===== src/hdl/ipval_pkg.sv =====
package ipval_pkg;

  // Verdict codes carried on the result word.
  typedef logic [1:0] verdict_t;
  localparam verdict_t VERDICT_NONE = 2'd0;
  localparam verdict_t VERDICT_IPV4 = 2'd1;
  localparam verdict_t VERDICT_IPV6 = 2'd2;

  // Character codes of interest.
  localparam logic [7:0] CHAR_DOT    = 8'h2E;
  localparam logic [7:0] CHAR_COLON  = 8'h3A;
  localparam logic [7:0] CHAR_ZERO   = 8'h30;
  localparam logic [7:0] CHAR_NINE   = 8'h39;
  localparam logic [7:0] CHAR_LOW_A  = 8'h61;
  localparam logic [7:0] CHAR_LOW_F  = 8'h66;
  localparam logic [7:0] CASE_BIT    = 8'h20;

  // Counter widths and limits.
  localparam int unsigned LEN_W     = 6;
  localparam int unsigned V4_SEG_W  = 3;
  localparam int unsigned V4_VAL_W  = 9;
  localparam int unsigned V6_SEG_W  = 4;
  localparam logic [LEN_W-1:0]    LEN_SAT       = 6'd63;
  localparam logic [V4_SEG_W-1:0] V4_SEG_SAT    = 3'd7;
  localparam logic [V6_SEG_W-1:0] V6_SEG_SAT    = 4'd15;
  localparam logic [V4_VAL_W-1:0] V4_VAL_SAT    = 9'd256;
  localparam logic [V4_VAL_W-1:0] V4_VAL_MAX    = 9'd255;
  localparam logic [V4_SEG_W-1:0] V4_SEG_COUNT  = 3'd4;
  localparam logic [V6_SEG_W-1:0] V6_SEG_COUNT  = 4'd8;
  localparam logic [LEN_W-1:0]    V6_DIGITS_MAX = 6'd4;

  // Classification of one character.
  typedef struct packed {
    logic       is_dot;
    logic       is_colon;
    logic       is_dec;
    logic       is_hex;
    logic       is_zero;
    logic [3:0] digit;
  } char_class_t;

endpackage


===== src/hdl/ipval_char_class.sv =====
module ipval_char_class
  import ipval_pkg::*;
(
  input  logic [7:0]  char_code,
  output char_class_t cls
);

  logic [7:0] lower_code;

  // Folding the case bit maps upper-case letters onto lower-case ones.
  assign lower_code = char_code | CASE_BIT;

  // Decode separators and digit ranges.
  always_comb begin
    cls.is_dot   = (char_code == CHAR_DOT);
    cls.is_colon = (char_code == CHAR_COLON);
    cls.is_dec   = (char_code >= CHAR_ZERO) && (char_code <= CHAR_NINE);
    cls.is_hex   = cls.is_dec ||
                   ((lower_code >= CHAR_LOW_A) && (lower_code <= CHAR_LOW_F));
    cls.is_zero  = (char_code == CHAR_ZERO);
    cls.digit    = char_code[3:0];
  end

endmodule


===== src/hdl/ip_address_text_validator_unit.sv =====
// Address text validator: takes one character per word on the input channel
// and, on the word marked last, returns one verdict word (0 neither, 1 IPv4,
// 2 IPv6). Words without a character (no_char) only end a string when marked
// last. Every input word is absorbed as it is accepted, so a new word can be taken
// each clock; the verdict sits in an output register, and input is stalled
// only while that register is full and not being drained. The verdict appears in
// the cycle after the last word is taken. Strings longer than MAX_LENGTH
// characters are judged neither.
module ip_address_text_validator_unit
  import ipval_pkg::*;
#(
  parameter int MAX_LENGTH = 39
) (
  input  logic       clk,
  input  logic       rst_n,
  input  logic       in_valid,
  output logic       in_ready,
  input  logic [7:0] in_char_code,
  input  logic       in_no_char,
  input  logic       in_last,
  output logic       out_valid,
  input  logic       out_ready,
  output logic [1:0] out_verdict
);

  localparam logic [LEN_W-1:0] MaxLen = LEN_W'(MAX_LENGTH);

  // Scan state.
  logic [LEN_W-1:0]    length_count_r, length_count_nxt;
  logic                dot_seen_r, dot_seen_nxt;
  logic                colon_seen_r, colon_seen_nxt;
  logic                v4_ok_r, v4_ok_nxt;
  logic [V4_SEG_W-1:0] v4_segments_r, v4_segments_nxt;
  logic [LEN_W-1:0]    v4_seg_length_r, v4_seg_length_nxt;
  logic [V4_VAL_W-1:0] v4_seg_value_r, v4_seg_value_nxt;
  logic                v4_leading_zero_r, v4_leading_zero_nxt;
  logic                v6_ok_r, v6_ok_nxt;
  logic [V6_SEG_W-1:0] v6_segments_r, v6_segments_nxt;
  logic [LEN_W-1:0]    v6_seg_length_r, v6_seg_length_nxt;

  // Output register.
  logic     out_valid_r, out_valid_nxt;
  verdict_t out_verdict_r, out_verdict_nxt;

  char_class_t cls;
  logic        accept;
  logic [11:0] value_times_ten;

  ipval_char_class u_char_class (
    .char_code (in_char_code),
    .cls       (cls)
  );

  assign in_ready    = !out_valid_r || out_ready;
  assign accept      = in_valid && in_ready;
  assign out_valid   = out_valid_r;
  assign out_verdict = out_verdict_r;

  // Decimal accumulate: value * 10 + digit, fits in 12 bits.
  assign value_times_ten = {v4_seg_value_r, 3'b000} + {2'b00, v4_seg_value_r, 1'b0}
                         + {8'd0, cls.digit};

  // Next scan state and verdict for the word at the input.
  always_comb begin
    length_count_nxt    = length_count_r;
    dot_seen_nxt        = dot_seen_r;
    colon_seen_nxt      = colon_seen_r;
    v4_ok_nxt           = v4_ok_r;
    v4_segments_nxt     = v4_segments_r;
    v4_seg_length_nxt   = v4_seg_length_r;
    v4_seg_value_nxt    = v4_seg_value_r;
    v4_leading_zero_nxt = v4_leading_zero_r;
    v6_ok_nxt           = v6_ok_r;
    v6_segments_nxt     = v6_segments_r;
    v6_seg_length_nxt   = v6_seg_length_r;
    out_verdict_nxt     = out_verdict_r;
    out_valid_nxt       = out_valid_r && !out_ready;

    if (accept) begin
      // Take the character, if any.
      if (!in_no_char) begin
        if (length_count_r >= MaxLen) begin
          v4_ok_nxt = 1'b0;
          v6_ok_nxt = 1'b0;
        end
        if (length_count_r != LEN_SAT) begin
          length_count_nxt = length_count_r + 1'b1;
        end
        if (cls.is_dot) begin
          dot_seen_nxt = 1'b1;
          v6_ok_nxt    = 1'b0;
          if ((v4_seg_length_r == '0) || (v4_leading_zero_r && v4_seg_length_r > 1) ||
              (v4_seg_value_r > V4_VAL_MAX)) begin
            v4_ok_nxt = 1'b0;
          end
          if (v4_segments_r != V4_SEG_SAT) begin
            v4_segments_nxt = v4_segments_r + 1'b1;
          end
          v4_seg_length_nxt   = '0;
          v4_seg_value_nxt    = '0;
          v4_leading_zero_nxt = 1'b0;
        end else if (cls.is_colon) begin
          colon_seen_nxt = 1'b1;
          v4_ok_nxt      = 1'b0;
          if ((v6_seg_length_r == '0) || (v6_seg_length_r > V6_DIGITS_MAX)) begin
            v6_ok_nxt = 1'b0;
          end
          if (v6_segments_r != V6_SEG_SAT) begin
            v6_segments_nxt = v6_segments_r + 1'b1;
          end
          v6_seg_length_nxt = '0;
        end else begin
          if (cls.is_dec) begin
            if ((v4_seg_length_r == '0) && cls.is_zero) begin
              v4_leading_zero_nxt = 1'b1;
            end
            if (value_times_ten > 12'(V4_VAL_SAT)) begin
              v4_seg_value_nxt = V4_VAL_SAT;
            end else begin
              v4_seg_value_nxt = value_times_ten[V4_VAL_W-1:0];
            end
            if (v4_seg_length_r != LEN_SAT) begin
              v4_seg_length_nxt = v4_seg_length_r + 1'b1;
            end
          end else begin
            v4_ok_nxt = 1'b0;
          end
          if (cls.is_hex) begin
            if (v6_seg_length_r != LEN_SAT) begin
              v6_seg_length_nxt = v6_seg_length_r + 1'b1;
            end
          end else begin
            v6_ok_nxt = 1'b0;
          end
        end
      end

      // End of string: close both open segments, judge, and start over.
      if (in_last) begin
        if ((v4_seg_length_nxt == '0) || (v4_leading_zero_nxt && v4_seg_length_nxt > 1) ||
            (v4_seg_value_nxt > V4_VAL_MAX)) begin
          v4_ok_nxt = 1'b0;
        end
        if (v4_segments_nxt != V4_SEG_SAT) begin
          v4_segments_nxt = v4_segments_nxt + 1'b1;
        end
        if ((v6_seg_length_nxt == '0) || (v6_seg_length_nxt > V6_DIGITS_MAX)) begin
          v6_ok_nxt = 1'b0;
        end
        if (v6_segments_nxt != V6_SEG_SAT) begin
          v6_segments_nxt = v6_segments_nxt + 1'b1;
        end

        out_verdict_nxt = VERDICT_NONE;
        if (length_count_nxt != '0) begin
          if (dot_seen_nxt) begin
            if (v4_ok_nxt && (v4_segments_nxt == V4_SEG_COUNT)) begin
              out_verdict_nxt = VERDICT_IPV4;
            end
          end else if (colon_seen_nxt) begin
            if (v6_ok_nxt && (v6_segments_nxt == V6_SEG_COUNT)) begin
              out_verdict_nxt = VERDICT_IPV6;
            end
          end
        end
        out_valid_nxt = 1'b1;

        length_count_nxt    = '0;
        dot_seen_nxt        = 1'b0;
        colon_seen_nxt      = 1'b0;
        v4_ok_nxt           = 1'b1;
        v4_segments_nxt     = '0;
        v4_seg_length_nxt   = '0;
        v4_seg_value_nxt    = '0;
        v4_leading_zero_nxt = 1'b0;
        v6_ok_nxt           = 1'b1;
        v6_segments_nxt     = '0;
        v6_seg_length_nxt   = '0;
      end
    end
  end

  // Scan state and output valid flag.
  always_ff @(posedge clk) begin
    if (!rst_n) begin
      length_count_r    <= '0;
      dot_seen_r        <= 1'b0;
      colon_seen_r      <= 1'b0;
      v4_ok_r           <= 1'b1;
      v4_segments_r     <= '0;
      v4_seg_length_r   <= '0;
      v4_seg_value_r    <= '0;
      v4_leading_zero_r <= 1'b0;
      v6_ok_r           <= 1'b1;
      v6_segments_r     <= '0;
      v6_seg_length_r   <= '0;
      out_valid_r       <= 1'b0;
    end else begin
      length_count_r    <= length_count_nxt;
      dot_seen_r        <= dot_seen_nxt;
      colon_seen_r      <= colon_seen_nxt;
      v4_ok_r           <= v4_ok_nxt;
      v4_segments_r     <= v4_segments_nxt;
      v4_seg_length_r   <= v4_seg_length_nxt;
      v4_seg_value_r    <= v4_seg_value_nxt;
      v4_leading_zero_r <= v4_leading_zero_nxt;
      v6_ok_r           <= v6_ok_nxt;
      v6_segments_r     <= v6_segments_nxt;
      v6_seg_length_r   <= v6_seg_length_nxt;
      out_valid_r       <= out_valid_nxt;
    end
  end

  // Verdict payload.
  always_ff @(posedge clk) begin
    out_verdict_r <= out_verdict_nxt;
  end

endmodule

===== config.mk =====
export PLATFORM = sky130hd
export DESIGN_NAME = ip_address_text_validator_unit
export DESIGN_NICKNAME = d
export VERILOG_FILES = /design/src/hdl/ipval_pkg.sv /design/src/hdl/ipval_char_class.sv /design/src/hdl/ip_address_text_validator_unit.sv
export SDC_FILE = /design/constraint.sdc
export NUM_CORES = 1
export LEC_CHECK = 0
export BUFFER_PORTS_ARGS = -buffer_cell sky130_fd_sc_hd__buf_4
export CORE_MARGIN = 4
export CORE_UTILIZATION = 67
export CTS_CLUSTER_SIZE = 25
export DETAILED_ROUTE_END_ITERATION = 12
export PLACE_DENSITY = 0.86
export RECOVER_POWER = 25
export SLEW_MARGIN = 10
export SYNTH_ARGS = -nofsm -noshare
export SYNTH_HDL_FRONTEND = slang
export SYNTH_SLANG_ARGS = --single-unit

===== constraint.sdc =====
create_clock -name clk -period 6.85 [get_ports clk]
set_input_delay 1.0275 -clock clk [delete_from_list [all_inputs] [get_ports clk]]
set_output_delay 1.0275 -clock clk [all_outputs]
set_load 0.005 [all_outputs]

==> results of run 1 <==
## per-layer routing
layer	global-route usage (%)	up-vias
met2	48.3	141
met1	33.7	1542
met4	12.4	0
met3	4.64	24
li1	-	1571
met5	0	-
## cell families after synthesis
| logic type | after synthesis | share of synthesized area, % |
|---|---|---|
| buffers and inverters | 35 | 4.20 |
| AOI/OAI and AO/OA | 127 | 27.6 |
| adders and majority gates | 29 | 11.5 |
| xor gates and xnor gates | 7 | 1.87 |
| and+or+nand+nor | 157 | 25.9 |
| muxes | 8 | 2.67 |
| DFF | 42 | 26.2 |
## worst min path at each step
stage / start / end / cells after the start / slack [ns]
after floorplan: colon_seen_r / colon_seen_r / 2 / 0.44
final: colon_seen_r / colon_seen_r / 2 / 0.48
after CTS: colon_seen_r / colon_seen_r / 2 / 0.48
after global routing: dot_seen_r / dot_seen_r / 2 / 0.54
after global placement: colon_seen_r / colon_seen_r / 2 / 0.45
after detailed placement: colon_seen_r / colon_seen_r / 2 / 0.46
## cell usage after synthesis (3+ instances only)
| cell type | number |
|---|---|
| a22oi_1 | 12 |
| nor2_1 | 40 |
| nor4b_1 | 3 |
| a31oi_1 | 9 |
| nor3b_1 | 4 |
| nor4_1 | 7 |
| a22o_1 | 7 |
| or3_1 | 4 |
| o211ai_1 | 5 |
| nand2_1 | 30 |
| clkbuf_1 | 10 |
| o21a_1 | 3 |
| nand2b_1 | 6 |
| and3_1 | 5 |
| and2_1 | 4 |
| a21oi_1 | 31 |
| o21ai_0 | 16 |
| xnor2_1 | 5 |
| ha_1 | 27 |
| mux2i_1 | 5 |
| nand3_1 | 9 |
| a211oi_1 | 5 |
| inv_1 | 22 |
| a311oi_1 | 4 |
| o21bai_1 | 4 |
| nor3_1 | 14 |
| nand4_1 | 6 |
| dfxtp_1 | 40 |
| a21o_1 | 4 |
| a41oi_1 | 4 |
| nor2b_1 | 10 |
| a2bb2oi_1 | 3 |
## through the flow
| step | area [um^2] | power [mW] |
|---|---|---|
| 6_report | 3560 | 0.500 |
| 5_1_grt | 3560 | 0.517 |
| 4_1_cts | 3560 | 0.501 |
| 3_5_place_dp | 3450 | 0.307 |
| 3_3_place_gp | 3450 | 0.306 |
| 2_1_floorplan | 3280 | 0.288 |
## state kept, by name, indices dropped and copies added, names as in the netlist
signal and cells:
v6_segments_r 4, colon_seen_r 1, v4_segments_r 3, v4_ok_r 1, dot_seen_r 1, out_verdict 2
v4_seg_length_r 6, v4_seg_value_r 9, out_valid 1, v6_ok_r 1, length_count_r 6, v6_seg_length_r 6
v4_leading_zero_r 1
## report_power, final
group          internal (mW)  total (mW)  leakage, nW  switching, mW
Combinational         0.0174      0.0532        0.992         0.0358
Sequential             0.248       0.249        0.341        0.00139
Clock                  0.109       0.198       0.0514         0.0894
Total                  0.374       0.500         1.38          0.127
## critical path, delay by kind of cell
kind | cells | cell delay [ns]
AO/OA/AOI/OAI | 3 | 0.80
adder cells (fa/ha/maj) | 2 | 0.89
buffers and inverters | 3 | 0.28
AND/OR/NAND/NOR | 4 | 1.05
## area by class of cell
class	instances	share of cell area (%)
multi-input cells	328	64.1
flip-flops and latches	42	24.2
repair buffers	19	4.01
well taps	67	2.35
inverters	22	2.32
clock buffers	6	2.04
clock inverters	2	1.05
==> results.md, run 1 <==
- Vias: 3278
- Placed Cells: 478
- Nets: 461
- Slew Limit Fails: 0
- Synth Net Count: 448
- Final WS setup: 3.04 ns
- Worst slack, placed: 2.84 ns
- Post-CTS Setup Bufs: 0
- Worst EP required: 7.09 ns
- Chip Height: 78.0 um
- Wirelength per Cell: 16.9 um
- Initial antenna violation count: 0
- CTS tree: yes
- Number of synthesized flops with an enable pin: 2
- Non-Filler Instances: 486
- Row cnt: 25
- Die area: 6080 um^2
- Min cycle time layout: 3.81 ns
- Post-cts repair resize count: 0
- Critical path type: primary input to flop
- Post-Route M1 WL: 3460 um
- Post-synth top area cell: dfxtp_1
- Fillers: 350
- Max incr delay on CP: 0.59 ns
- Gpl congestion: 0.956
- Register bit total from synthesis: 42
- Total Routing Usage GR: 27.9%
- CTS root buf: clkbuf_8
- Final setup viols: 0
- Post-Route WL: 8220 um
- Avg Inst Size Synth: 8.10 um^2
- Ys Warns: 0
- Routed wl met3: 500 um
- Pleak: 1.38 nW
- Starting density of the core: 69.4%
- Maxcap violations: 0
- Avg Vias per Cell: 6.74
- Largest net degree at the start of global routing: 28
- Critical Path, Cell by Cell: buf_4 -> inv_1 -> fa_1 -> inv_1 -> ha_1 -> a211oi_1 -> o211ai_1 -> nand4_1 -> nor3b_1 -> nand4_1 -> nor3_1 -> a22o_1
- Initial DRC count: 310
- Critical path startpoint: in_char_code[3]
- Seq/Total Area, Yosys: 26.2%
- Synth cell types: 67
- Ys flop type: dfxtp_1
- Fin Setup TNS: 0 ns
- Worst slew pin tran: 0.994 ns
- CTS Sinks: 42
- H-tree levels: 2
- Crit Path Max Fanout: 9
- Post-Syn Area: 3280 um^2
- Layout Utilization: 75.4%
- Port Buf Inserts: 17
- Setup slack, reg-to-reg: 3.60 ns
- Syn-to-layout area delta: 8.58%
- Hold WS: 0.482 ns
- Critical R2R Launch: v4_seg_value_r[0]
- Vias in the first global route: 3095
- Highest metal used: met4
- CP startpoint kind: primary input
- Status: complete, no violations
- Worst Setup End Kind: flop
- Layout cells sized above 1: 9.79%
- Multi-input logic area: 2280 um^2
- Most frequent cells in the layout: nor2_1 (40), dfxtp_1 (40), a21oi_1 (31), nand2_1 (30), ha_1 (27)
- RR Endpoint: v4_seg_value_r[2]
- RSZ-0062 raised after global routing: false
- Skew final: 0.0100 ns
- Met2 wire length: 4050 um
- Cells after Synth: 405
- DP HPWL: 5960 um
- R2R depth: 11
- GRT overflow: 0
- Post-synth ARST share: 0%
- IO Count: 18
- CP max stage cell: fa_1
- Core area: 4720 um^2
- Worst EP arrival: 4.05 ns
- CTS Buf Count: 5
- Die width: 78.0 um
- Post-CTS Hold Buffers: 0
- Clock latency on the worst-skew pair: 0.30 ns
- FF/Latch Area: 861 um^2
- VDD IR-drop max: 0.128 mV
- Post-synth top area share: 24.4%
- Final Hold Fails: 0
- Worst rel slew slack: 33.6%
- Global-route wire length before repair: 13900 um
- Routed Antenna Nets: 0
- HP Class: flop to flop
- Power per Cell Area: 141 nW/um^2
- Worst setup path endpoint: v4_seg_value_r[2]
- Final worst-path cycle share: 55.7%
- Drc violations: 0
- Worst-path clk slew: 0.08 ns
- N_diodes: 0
- DRT Pass-1 Iters: 6
- Clock Tree Buf Depth: 2
- Ranking of synthesized cells by area: dfxtp_1 (24%), ha_1 (10%), a21oi_1 (4.7%)
- Fmax: 262 MHz
Note: power is estimated with default switching activity, not from simulation.
==> run 2: changes to the inputs <==
--- a/config.mk
+++ b/config.mk
@@ -7,10 +7,10 @@
 export LEC_CHECK = 0
 export BUFFER_PORTS_ARGS = -buffer_cell sky130_fd_sc_hd__buf_4
 export CORE_MARGIN = 4
-export CORE_UTILIZATION = 67
+export CORE_UTILIZATION = 56
 export CTS_CLUSTER_SIZE = 25
 export DETAILED_ROUTE_END_ITERATION = 12
-export PLACE_DENSITY = 0.86
+export PLACE_DENSITY = 0.77
 export RECOVER_POWER = 25
 export SLEW_MARGIN = 10
 export SYNTH_ARGS = -nofsm -noshare
==> constraint.sdc (replaced) <==
create_clock -name clk -period 3.33 [get_ports clk]
set_input_delay 0.4995 -clock clk [delete_from_list [all_inputs] [get_ports clk]]
set_output_delay 0.4995 -clock clk [all_outputs]
set_load 0.005 [all_outputs]
==> run 2 against run 1 <==
  * Register-to-register slack got worse by 3.4 ns
  * Combinational power increased by 120%
  * Design area increased by 3.8%
  * Wire length decreased by 0.72%
  * Largest cell class unchanged
  * Total power increased by 110%
  * Clock power increased by 110%
  * Largest power group unchanged
  * Global-route usage decreased by 3.9 points
  * Utilization decreased by 9.5 points
  * Critical endpoint is now out_verdict[0]
  * Non-clock buffer count increased by 15
==> results.md, run 2 (synthesis gave the netlist of run 1 again) <==
- Dpl cell area: 3570 um^2 (+3.4%)
- Power per Cell Area: 284 nW/um^2 (+100%)
- Wirelength per Cell: 16.1 um (-4.6%)
- Final setup viols: 0 (unchanged)
- Switching share of power: 26.0% (+0.67 points)
- CTS Buf Count: 5 (unchanged)
- Power, Total: 1.05 mW (+110%)
- Biggest register: v4_seg_value_r
- Fmax: 323 MHz
- Starting density of the core: 58.5% (-11 points)
- H-tree levels: 2 (unchanged)
- Final worst-path cycle share: 93.0%
- Chip Height: 84.5 um (+8.4%)
- Layout cells sized above 1: 13.8% (+4.0 points)
- Max incr delay on CP: 0.54 ns (-0.05 ns)
- Routed Antenna Nets: 0 (unchanged)
- Final Hold Fails: 0 (unchanged)
- Die area: 7140 um^2 (+18%)
- Gpl congestion: 0.946 (-1.1%)
- Die width: 84.5 um (+8.4%)
- Internal power: 0.777 mW (+110%)
- IO Count: 18 (unchanged)
- Worst EP required: 3.39 ns (-3.70 ns)
- Gate power share: 11.1% (+0.5 points)
- Worst slew pin tran: 0.888 ns (-0.106 ns)
- Skew final: 0.00556 ns (-0.00444 ns)
- Post-Route WL: 8160 um (-0.72%)
- Pleak: 1.47 nW (+6.2%)
- Post-CTS Setup Bufs: 0 (unchanged)
- DP HPWL: 6080 um (+2.0%)
- Hold WS: 0.465 ns (-0.0165 ns)
- Syn-to-layout area delta: 12.7%
- Seq pwr share: 48.8% (-1.0 points)
- HP Class: primary input to flop
- CTS root buf: clkbuf_8
- Initial DRC count: 253 (-18%)
- Crit Path Max Fanout: 5 (-4)
- Worst Setup End Kind: flop
- Vias in the first global route: 3100 (+0.16%)
- Vias: 3166 (-3.4%)
- Row cnt: 27 (+8.0%)
- CTS tree: yes
- Status: complete, no violations
- Core area: 5610 um^2 (+19%)
- Nets: 476 (+3.3%)
- Global-route wire length before repair: 14400 um (+3.9%)
- Fin Setup TNS: 0 ns (unchanged)
- Slew Limit Fails: 0 (unchanged)
- CTS Sinks: 42 (unchanged)
- Worst-path clk slew: 0.09 ns (about the same)
- Most frequent cells in the layout: nor2_1 (40), dfxtp_1 (40), a21oi_1 (31), nand2_1 (30), buf_4 (30)
- Most used cell, CP: inv_1
- Max reg flops: 9 (unchanged)
- Avg Vias per Cell: 6.26 (-7.2%)
- Maxcap violations: 0 (unchanged)
- Clock power frac: 40.1% (+0.5 points)
- Clock Tree Buf Depth: 2 (unchanged)
- Worst rel slew slack: 40.8% (+7.2 points)
- Layout Utilization: 65.9% (-9.5 points)
- Critical path type: flop to flop
- GRT overflow: 0 (unchanged)
- CP max stage cell: fa_1
- Psw: 0.273 mW (+120%)
- Final cell area excluding filler cells: 3700 um^2 (+3.8%)
- Min cycle time layout: 3.10 ns
- Port Buf Inserts: 17 (unchanged)
- CP startpoint kind: flop
- DRT Pass-1 Iters: 4 (-2)
- VDD IR-drop max: 0.203 mV (+59%)
- Largest net degree at the start of global routing: 27 (-3.6%)
- Worst EP arrival: 3.15 ns (-0.90 ns)
- RSZ-0062 raised after global routing: false
- Total Routing Usage GR: 24.0% (-3.9 points)
- Critical Path, Cell by Cell: inv_1 -> fa_1 -> inv_1 -> ha_1 -> a211oi_2 -> o211ai_1 -> a311oi_1 -> a211oi_1 -> nand4_1 -> nor2_1 -> o311a_1
- Drc violations: 0 (unchanged)
- N_diodes: 0 (unchanged)
- Clock latency on the worst-skew pair: 0.30 ns (about the same)
- Initial antenna violation count: 0 (unchanged)
-- run 2: changes by cell type in the layout (fill, tap and decap cells not counted), sizes merged --
| cell | delta |
|---|---|
| buf | +15 |
| clkbuf | -1 |
| clkinv | +1 |
| clkinvlp | -1 |
| inv | +1 |
-- run 2: area by class of cell --
class / count / area (um^2)
clock buffer: 5 / 68.8
timing repair buffer: 34 / 255
clock inverter: 3 / 43.8
fill: 503 / 1910
multi-input combinational: 328 / 2300
sequential: 42 / 861
tap: 72 / 90.1
inverter: 22 / 82.6
-- run 2: layer usage --
metal  routed length [um]  part of all wire (%)  track usage, %
met1                 3810                    47            32.8
met2                 3870                    47            39.6
met3                  365                   4.5            3.34
met4                  110                   1.3            6.33
met5                    0                     0               0
-- run 2: through the flow --
| stage | setup slack [ns] | instances |
|---|---|---|
| floorplan | 0.0123 | 405 |
| global placement | 0.0306 | 498 |
| detailed placement | -0.0861 | 498 |
| CTS | 0.175 | 506 |
| global route | 0.0517 | 506 |
| finish | 0.232 | 506 |
-- run 2: repair_timing --
| item | 4_1_cts | 5_1_grt |
|---|---|---|
| endpoints found under the setup margin | 0 | 9 |
| hold buffers | 0 | 0 |
| gates resized for setup | 0 | 3 |
-- run 2: worst paths after layout --
kind | startpoint | endpoint | cells past startpoint | slack, ns
setup / recovery | v4_seg_value_r[2] | out_verdict[0] | 11 | 0.23
hold / removal | in_char_code[0] | v4_seg_value_r[0] | 2 | 0.47
setup reg to reg | v4_seg_value_r[2] | out_verdict[0] | 11 | 0.23
hold reg to reg | colon_seen_r | colon_seen_r | 2 | 0.48
-- run 2: worst max-delay path, delay by kind of cell (launching register included) --
family                   cells  cell delay [ns]
buffers and inverters        2             0.13
adder cells (fa/ha/maj)      2             0.85
AO/OA/AOI/OAI                5             1.24
flip-flops                   1             0.38
AND/OR/NAND/NOR              2             0.25
-- run 2: power by group through the flow --
stage / combinational, mW / sequential [mW] / clock (mW)
after floorplan: 0.0680 / 0.524 / 0
after global placement: 0.113 / 0.524 / 0
after detailed placement: 0.115 / 0.524 / 0
after CTS: 0.116 / 0.512 / 0.421
after global routing: 0.130 / 0.513 / 0.444
final: 0.116 / 0.512 / 0.422
==> run 3: changes to the inputs <==
--- a/config.mk
+++ b/config.mk
@@ -7,10 +7,10 @@
 export LEC_CHECK = 0
 export BUFFER_PORTS_ARGS = -buffer_cell sky130_fd_sc_hd__buf_4
 export CORE_MARGIN = 4
-export CORE_UTILIZATION = 56
+export CORE_UTILIZATION = 50
 export CTS_CLUSTER_SIZE = 25
 export DETAILED_ROUTE_END_ITERATION = 12
-export PLACE_DENSITY = 0.77
+export PLACE_DENSITY = 0.7
 export RECOVER_POWER = 25
 export SLEW_MARGIN = 10
 export SYNTH_ARGS = -nofsm -noshare
==> run 3 against run 2 <==
  * Via count increased by 1.2%
  * Die area increased by 11%
  * Setup slack gained 0.051 ns
  * Critical path type unchanged
  * Largest power group unchanged
  * Highest routed layer unchanged
==> results.md, run 3 (synthesis gave the netlist of run 1 again) <==
- Status: complete, no violations
- Wirelength per Cell: 15.9 um (-1.6%)
- Setup slack, reg-to-reg: 0.28 ns (+0.05 ns)
- Worst rel slew slack: 41.6% (+0.85 points)
- VDD IR-drop max: 0.275 mV (+35%)
- Chip Height: 89.0 um (+5.3%)
- Power per Cell Area: 280 nW/um^2 (-1.5%)
- Worst EP required: 3.39 ns (about the same)
- DP HPWL: 6100 um (+0.27%)
- Largest net degree at the start of global routing: 27 (unchanged)
- GRT overflow: 0 (unchanged)
- Maxcap violations: 0 (unchanged)
- Clock Tree Buf Depth: 2 (unchanged)
- Final worst-path cycle share: 91.5% (-1.5 points)
- Worst-path clk slew: 0.08 ns (about the same)
- R2R depth: 9 (-2)
- Worst Setup End Kind: flop
- H-tree levels: 2 (unchanged)
- N_diodes: 0 (unchanged)
- Most frequent cells in the layout: nor2_1 (40), dfxtp_1 (40), buf_4 (32), a21oi_1 (31), nand2_1 (30)
- Syn-to-layout area delta: 13.0%
- Final Hold Fails: 0 (unchanged)
- Nets: 478 (+0.42%)
- Final setup viols: 0 (unchanged)
- Port Buf Inserts: 17 (unchanged)
- HP Class: primary input to flop
- Avg Vias per Cell: 6.24 (-0.21%)
- RR Endpoint: out_verdict[0]
- Worst EP arrival: 3.10 ns (-0.05 ns)
- Min-Delay Endpoint: v4_ok_r
- Skew final: 0.00636 ns (+0.000803 ns)
- Post-Route WL: 8140 um (-0.21%)
- Fmax: 328 MHz (+1.7%)
- CP max stage cell: or4b_2
- Row cnt: 29 (+7.4%)
- Routed Antenna Nets: 0 (unchanged)
- Initial DRC count: 172 (-32%)
- Global-route wire length before repair: 14000 um (-3.1%)
- Hold WS: 0.452 ns (-0.0134 ns)
- Biggest register: v4_seg_value_r
- Worst slack, placed: -0.0444 ns (+0.0417 ns)
- CP startpoint kind: flop
- DRT Pass-1 Iters: 4 (unchanged)
- Clock latency on the worst-skew pair: 0.30 ns (about the same)
- Layout cells sized above 1: 13.5% (-0.29 points)
- Crit Path Max Fanout: 5 (unchanged)
- Fillers: 605 (+20%)
- Fin Setup TNS: 0 ns (unchanged)
- Vias: 3203 (+1.2%)
- Placed Cells: 505 (+1.4%)
- Min cycle time layout: 3.05 ns (-0.0506 ns)
- Slew Limit Fails: 0 (unchanged)
- Critical R2R Launch: v4_seg_value_r[0]
- Total Routing Usage GR: 22.0% (-2.0 points)
- Hold Path Origin: rst_n
- Worst slew pin tran: 0.876 ns (-0.0127 ns)
- Starting density of the core: 51.6% (-6.8 points)
- Die area: 7920 um^2 (+11%)
- RSZ-0062 raised after global routing: false
- CTS Sinks: 42 (unchanged)
- Non-Filler Instances: 513 (+1.4%)
- Max reg flops: 9 (unchanged)
- Die width: 89.0 um (+5.3%)
- Pleak: 1.47 nW (+0.24%)
- Initial antenna violation count: 0 (unchanged)
- Hold path depth: 2 (unchanged)
- Vias in the first global route: 3061 (-1.3%)
- Drc violations: 0 (unchanged)
- CTS Buf Count: 5 (unchanged)
- IO Count: 18 (unchanged)
- CTS tree: yes
- Critical Path, Cell by Cell: inv_1 -> fa_1 -> fa_1 -> nor2b_1 -> o31a_1 -> or4b_2 -> nand3_1 -> nor2_1 -> o311a_1
- Post-CTS Hold Buffers: 0 (unchanged)
- Final WS setup: 0.283 ns (+0.0506 ns)
- Critical path type: flop to flop
- CTS root buf: clkbuf_8
- Layout Utilization: 58.4% (-7.5 points)
- Core area: 6350 um^2 (+13%)
- Most used cell, CP: fa_1
- Max incr delay on CP: 0.61 ns (+0.07 ns)
- Gpl congestion: 0.868 (-8.3%)
- Critical path startpoint: v4_seg_value_r[0]
==> run 3: cell types whose count changed in the layout (fill, tap and decap cells not counted), sizes merged <==
cell	before	now
buf	30	32
clkbuf	9	11
clkinv	1	0
inv	23	22
==> run 3: report_power, final <==
group	total [mW]	switching, mW	internal [mW]
registers	0.512	0.00270	0.509
logic	0.117	0.0738	0.0437
clock network	0.407	0.182	0.225
total	1.04	0.259	0.778
==> run 3: worst max-delay path by stage <==
stage,to,slack (ns),cells after the start
final,out_verdict[0],0.28,9
after global routing,out_verdict[0],0.04,11
after CTS,v4_seg_value_r[2],0.18,11
after detailed placement,v4_seg_value_r[2],-0.04,12
after global placement,out_verdict[0],0.04,12
after floorplan,out_verdict[0],0.01,11
==> run 3: metal layers <==
layer	global-route usage, %	routed length (um)
met1	28.9	3690
met2	37.4	3940
met3	3.13	330
met4	6.77	180
met5	0	0
==> run 3: final cells by class <==
type                    count  area (um^2)  share of cell area, %
multi-input cells         328         2290                   61.8
well taps                  77         96.3                   2.60
inverters                  22         82.6                   2.23
clock buffers               7         76.3                   2.06
repair buffers             36          270                   7.29
flip-flops and latches     42          861                   23.2
clock inverters             1         30.0                  0.810
==> run 3: metrics by stage <==
stage | area (um^2) | power (mW)
after CTS | 3700 | 1.05
after detailed placement | 3590 | 0.642
after floorplan | 3280 | 0.592
after global routing | 3710 | 1.08
after global placement | 3590 | 0.640
final | 3710 | 1.04
==> run 3: what timing repair did <==
| action | 4_1_cts | 5_1_grt |
|---|---|---|
| setup endpoints to repair | 0 | 6 |
| buffers inserted | 0 | 0 |
| gates resized for setup | 0 | 2 |
==> run 3: critical path, delay by kind of cell, from the launching register on <==
kind            cells  cell delay (ns)
simple gates        4             0.95
fa+ha+maj           2             0.79
compound gates      2             0.61
flops               1             0.38
buf+inv             1             0.07
